<file path="src/rtl/core/knn_pkg.sv">
`default_nettype none

package knn_pkg;

    localparam int MAX_POINTS_DEF = 64;
    localparam int MAX_K_DEF      = 32;
    localparam int NUM_LABELS     = 16;
    localparam int VALUE_BITS     = 24;

    localparam int DIST_BITS      = VALUE_BITS + 1;
    localparam int LABEL_BITS     = 5;
    localparam int LABEL_OUT_BITS = $clog2(NUM_LABELS);
    localparam int INDEX_BITS     = 6;
    localparam int TSIZE_BITS     = 7;
    localparam int KCFG_BITS      = 6;
    localparam int KCFG_RESET     = 3;

    localparam int APB_ADDR_BITS  = 3;
    localparam int APB_DATA_BITS  = 32;

    localparam logic CMD_LOAD     = 1'b0;
    localparam logic CMD_CLASSIFY = 1'b1;

    localparam logic STATUS_OK    = 1'b0;
    localparam logic STATUS_EMPTY = 1'b1;

    localparam logic REG_TABLE_SIZE     = 1'b0;
    localparam logic REG_NEIGHBOR_COUNT = 1'b1;

    typedef struct packed {
        logic                          cmd;
        logic [INDEX_BITS-1:0]         entry_index;
        logic signed [VALUE_BITS-1:0]  point_feature;
        logic [LABEL_BITS-1:0]         point_label;
        logic signed [VALUE_BITS-1:0]  query_value;
    } t_in_item;

    typedef struct packed {
        logic [LABEL_OUT_BITS-1:0] class_label;
        logic                      status;
    } t_out_item;

    typedef enum logic [2:0] {
        ST_IDLE,
        ST_SCAN,
        ST_DRAIN,
        ST_VOTE,
        ST_ARG
    } t_state;

    typedef struct packed {
        logic load_wr;
        logic start_query;
        logic scan_rd;
        logic vote_step;
        logic arg_step;
        logic emit;
        logic emit_empty;
    } t_dp_cmd;

    typedef struct packed {
        logic n_zero;
        logic k_zero;
        logic scan_last;
        logic pipe_idle;
        logic vote_last;
        logic arg_last;
    } t_dp_stat;

endpackage

`default_nettype wire

</file>
<file path="src/rtl/core/knn_ctrl.sv">
`default_nettype none

module knn_ctrl (
    input  wire logic              i_clk,
    input  wire logic              i_rst_n,
    input  wire logic              i_start,
    input  wire logic              i_cmd,
    input  wire knn_pkg::t_dp_stat i_stat,
    output knn_pkg::t_dp_cmd       o_cmd,
    output logic                   o_busy
);
    import knn_pkg::*;

    t_state r_state;
    t_state n_state;
    logic   start_acc;

    assign start_acc = i_start && (r_state == ST_IDLE);
    assign o_busy    = (r_state != ST_IDLE);

    always_ff @(posedge i_clk) begin
        if (!i_rst_n) begin
            r_state <= ST_IDLE;
        end else begin
            r_state <= n_state;
        end
    end

    always_comb begin
        n_state = r_state;
        unique case (r_state)
            ST_IDLE: begin
                if (start_acc && (i_cmd == CMD_CLASSIFY) && !i_stat.n_zero) begin
                    n_state = ST_SCAN;
                end
            end
            ST_SCAN: begin
                if (i_stat.scan_last) begin
                    n_state = ST_DRAIN;
                end
            end
            ST_DRAIN: begin
                if (i_stat.pipe_idle) begin
                    n_state = i_stat.k_zero ? ST_ARG : ST_VOTE;
                end
            end
            ST_VOTE: begin
                if (i_stat.vote_last) begin
                    n_state = ST_ARG;
                end
            end
            ST_ARG: begin
                if (i_stat.arg_last) begin
                    n_state = ST_IDLE;
                end
            end
            default: n_state = ST_IDLE;
        endcase
    end

    always_comb begin
        o_cmd = '0;
        unique case (r_state)
            ST_IDLE: begin
                o_cmd.load_wr     = start_acc && (i_cmd == CMD_LOAD);
                o_cmd.start_query = start_acc && (i_cmd == CMD_CLASSIFY) && !i_stat.n_zero;
                o_cmd.emit_empty  = start_acc && (i_cmd == CMD_CLASSIFY) && i_stat.n_zero;
            end
            ST_SCAN:  o_cmd.scan_rd = 1'b1;
            ST_DRAIN: o_cmd = '0;
            ST_VOTE:  o_cmd.vote_step = 1'b1;
            ST_ARG: begin
                o_cmd.arg_step = 1'b1;
                o_cmd.emit     = i_stat.arg_last;
            end
            default: o_cmd = '0;
        endcase
    end

endmodule

`default_nettype wire

</file>
<file path="config.mk">
export PLATFORM = sky130hd
export DESIGN_NAME = knn_ctrl
export DESIGN_NICKNAME = d
export VERILOG_FILES = /design/src/rtl/core/knn_pkg.sv /design/src/rtl/core/knn_ctrl.sv
export SDC_FILE = /design/constraint.sdc
export NUM_CORES = 1
export LEC_CHECK = 0
export BUFFER_PORTS_ARGS = -buffer_cell sky130_fd_sc_hd__buf_2
export CAP_MARGIN = 20
export CORE_AREA = 2 2 39 41
export DETAILED_ROUTE_END_ITERATION = 8
export DIE_AREA = 0 0 41 43
export GPL_ROUTABILITY_DRIVEN = 0
export PLACE_DENSITY_LB_ADDON = 0.05
export SLEW_MARGIN = 5
export SYNTH_ARGS = -nofsm -noshare
export SYNTH_HDL_FRONTEND = slang
export SYNTH_SLANG_ARGS = --single-unit
export TNS_END_PERCENT = 100
</file>
<file path="constraint.sdc">
create_clock -name i_clk -period 3.5 [get_ports i_clk]
set_input_delay 0.35 -clock i_clk [delete_from_list [all_inputs] [get_ports i_clk]]
set_output_delay 0.35 -clock i_clk [all_outputs]
set_load 0.01 [all_outputs]
</file>
======== After elaboration in Yosys (flattened, before gate mapping) ========
Cells that the tools add are included.
storage, ports and cells
  memories ................................ 0
  latch bits .............................. 0
  ROM bits ................................ 0
  register bits after elaboration ......... 3
  bits in writable memories ............... 0
  output and inout bits ................... 8
  logic and storage cells ................. 32
operators by class
  $lt $le $gt $ge ......................... 0
  eq/ne operators ......................... 9
  bitwise gates (word level) .............. 1
  shifts and indexed selects .............. 0
  $mul .................................... 0
  reductions and logical operators ........ 9
  add/subtract/negate cells ............... 0
  div/mod/pow operators ................... 0
  mux-type cells .......................... 12
operators by type and width
  cell                                                    number
  2-to-1 mux 3 bit                                        6
  case mux 3 bit (5 select lines)                         1
  inequality test 2 bit (second input constant)           4
  equality test 3 x 2 -> 1 bit (second input constant)    2
  logical AND 1 bit                                       5
  AND reduction 5 bit                                     1
  2-to-1 mux 2 bit                                        2
  equality test 3 x 1 -> 1 bit (second input constant)    1
  equality test 3 bit (second input constant)             1
  zero test 3 bit                                         1
  2-to-1 mux 1 bit                                        3
  nonzero test 3 bit                                      1
  inequality test 2 x 1 -> 1 bit (second input constant)  1
  zero test 1 bit                                         1
  NOT 1 bit                                               1

======== Depth between registers and ports, before layout ========
  depth after elaboration ................. 6
  depth in mapped cells ................... 5

======== Least setup slack after synthesis ========
Ideal clock, no wire load.
  kind .................................... reg-to-output
  from .................................... register r_state[1]
  to ...................................... output o_cmd[1] (netlist name)
  cell stages (with the launch flop) ...... 4
  data arrival time ....................... 1.110 ns
  slack ................................... 2.040 ns
  buffers on the path ..................... 1
  cells stage by stage .................... dfxtp_1 clkbuf_1 nor3b_1 and2_1
RTL lines
  what                      line            text
  start: declaration        knn_ctrl.sv:14  t_state r_state;
  start signal: assignment  knn_ctrl.sv:25  r_state <= n_state;
  end: declaration          knn_ctrl.sv:9   output knn_pkg::t_dp_cmd o_cmd,

==> results.py <==
metrics = {
    "synth": {
        "synth_seq_cells": 3,
        "yosysMostFrequentCell": "nor2_1",
        "yosysUniqueCellTypes": 21,
        "syn_inst": 40,
        "synth_common_cells": "8 x nor2_1, 4 x nand2_1, 3 x a21oi_1, 3 x dfxtp_1",
        "yosys_warnings": 0,
        "yosysSeqAreaShare_pct": 20.0,
        "synth_flop_cell": "dfxtp_1",
        "syn_area_per_cell_um2": 7.51,
        "syn-cell-area_um2": 300,
        "synth_edf_count": 0,
        "synth_nets": 50,
        "async_flop_share_pct": 0,
        "synthTopCellsByArea": "dfxtp_1 20%, nor2_1 10%, nor4b_2 10%",
        "synth.largest_area_cell": "dfxtp_1",
        "synth_top_area_share_pct": 20.0,
    },
    "worst_setup_path": {
        "cp_data_required_time_ns": 3.15,
        "cp-end-kind": "primary output",
        "worstPathArrival_ns": 1.36,
        "setup.worst_path.start_class": "flip-flop",
        "criticalPathCategory": "flip-flop to primary output",
        "crit_path_top_delay_cell": "dfxtp_1",
        "critPathMaxStageDelay_ns": 0.43,
        "crit_fanout": 10,
        "worstPathCellList": "nor3_1 > nand2_1 > nor2_1 > buf_2",
    },
    "finish": {
        "fin_util_pct": 30.6,
        "design_area_um2": 423,
        "top_regs": "r_state: 3 flops",
        "fin_nets": 70,
        "regMostFlops": "r_state",
        "largest_register_ffs": 3,
        "drive_gt1_share_pct": 40.7,
        "diodes": 0,
        "synthToLayoutAreaGrowth_pct": 40.8,
    },
    "placed_design": {
        "placed_area_um2": 397,
        "port_buffers": 17,
        "post-dp-hpwl_um": 647,
    },
    "cts": {
        "clock_tree.buffer_depth": 2,
        "post_cts_buffers": 0,
        "cts_max_level": 1,
        "cts_buffers": 3,
        "cts_resized": 0,
        "cts_tree": "built",
        "cts_num_sinks": 3,
        "holdBufCountCts": 0,
        "clock_latency_ns": 0.24,
        "clk_pin_slew_ns": 0.04,
        "cts_root_buffer": "clkbuf_4",
    },
    "hold_path": {
        "hold_class": "input pin to flip-flop",
    },
    "outcome": {
        "status": "completed",
    },
    "power": {
        "power_density_nw_per_um2": 409,
        "leakage_nw": 0.202,
        "totalPowerFinal_mw": 0.173,
        "vdd_drop_max_mv": 0.194,
    },
    "job": {
        "cap_violations": 0,
    },
    "timing": {
        "setup_viol": 0,
        "hold_violations": 0,
        "rsz0062_at_grt": "false",
        "max_freq_mhz": 585,
        "finalCritPeriodShare_pct": 48.8,
        "finClkSkew_ns": 0.00335,
        "tns_ns": 0,
        "max_slew_margin_pct": 70.3,
        "maxSlewViolCount": 0,
        "post-route-min-period_ns": 1.71,
        "worstMarginPinSlew_ns": 0.444,
    },
    "route": {
        "drc": 0,
        "first_pass_iters": 4,
        "wl_per_cell_um": 11.0,
        "drt-total-wl_um": 822,
        "drt-initial-drc-count": 4,
        "num_vias": 346,
        "ant_nets": 0,
        "via_per_inst": 4.61,
    },
    "die": {
        "die-area_um2": 1760,
        "coreArea_um2": 1380,
        "num_rows": 14,
        "initial_core_util_pct": 21.7,
        "fp.dieW_um": 41,
        "fp.dieH_um": 43,
        "io_pins": 18,
    },
    "global_routing": {
        "first_global_vias": 355,
        "grt_overflow": 0,
        "grt_max_degree": 15,
        "grt_pass1_wl_mm": 1.41,
        "grt_use_total_pct": 11.7,
        "antenna_found_initial": 0,
    },
}
[through the flow]
step | hold WS [ns] | worst slack [ns] | cells
2_1_floorplan | 0.502 | 2.04 | 40
3_3_place_gp | 0.660 | 2.00 | 71
3_5_place_dp | 0.661 | 2.02 | 71
4_1_cts | 0.417 | 1.77 | 75
5_1_grt | 0.421 | 1.62 | 75
6_report | 0.417 | 1.79 | 75
[cells in the final DEF (no fill, tap or decap), types with 2 or more instances in the layout]
cell type and instances:
inv_1 2, nand2_1 4, buf_2 17, nand3b_1 2, clkbuf_4 3, a21oi_1 3
nor4b_2 2, nor2_1 8, nand2b_1 2, dfxtp_1 3, nor3b_1 2
[final timing paths]
kind	end	start	slack, ns	cells past startpoint
worst max-delay path	o_cmd[0]	r_state[0]$_SDFFE_PN0P_	1.79	4
worst min-delay path	r_state[2]$_SDFFE_PN0P_	i_rst_n	0.42	3
worst max register to register	r_state[0]$_SDFFE_PN0P_	r_state[1]$_SDFFE_PN0P_	2.00	4
worst min register to register	r_state[1]$_SDFFE_PN0P_	r_state[1]$_SDFFE_PN0P_	0.67	2
[cell type report]
cell class,count,area (um2)
Fill cell,169,961
Multi-Input combinational cell,33,224
Timing Repair Buffer,17,85.1
Sequential cell,3,60.1
Clock buffer,4,26.3
Tap cell,16,20.0
Inverter,2,7.51
[where the power goes]
part           switching (mW)  leakage (nW)  internal [mW]
clock network          0.0193        0.0150         0.0428
registers              0.0130        0.0244         0.0382
logic                  0.0310         0.163         0.0287
total                  0.0633         0.202          0.110
[cell families (layout without fill, tap and decap cells)]
| kind of cell | Yosys count | after routing | synth area share, % |
|---|---|---|---|
| mux | 1 | 1 | 3.33 |
| buf+inv | 4 | 23 | 5.41 |
| simple gates | 24 | 24 | 50.0 |
| flops | 3 | 3 | 20.0 |
| compound gates | 8 | 8 | 21.2 |
[metal layers]
layer  routed length [um]  up-vias  global-route usage (%)
met2                  392        9                    16.9
met1                  382      157                    15.2
li1                     -      180                       -
met4                    0        0                    4.00
met3                   47        0                    4.71
met5                    0        -                       0
[critical path: cells and delay by family (launching register included)]
kind,cells,cell delay [ns]
and+or+nand+nor,3,0.56
DFF,1,0.43
buffers and inverters,1,0.13
No activity file was read; power rests on OpenSTA's default activity.
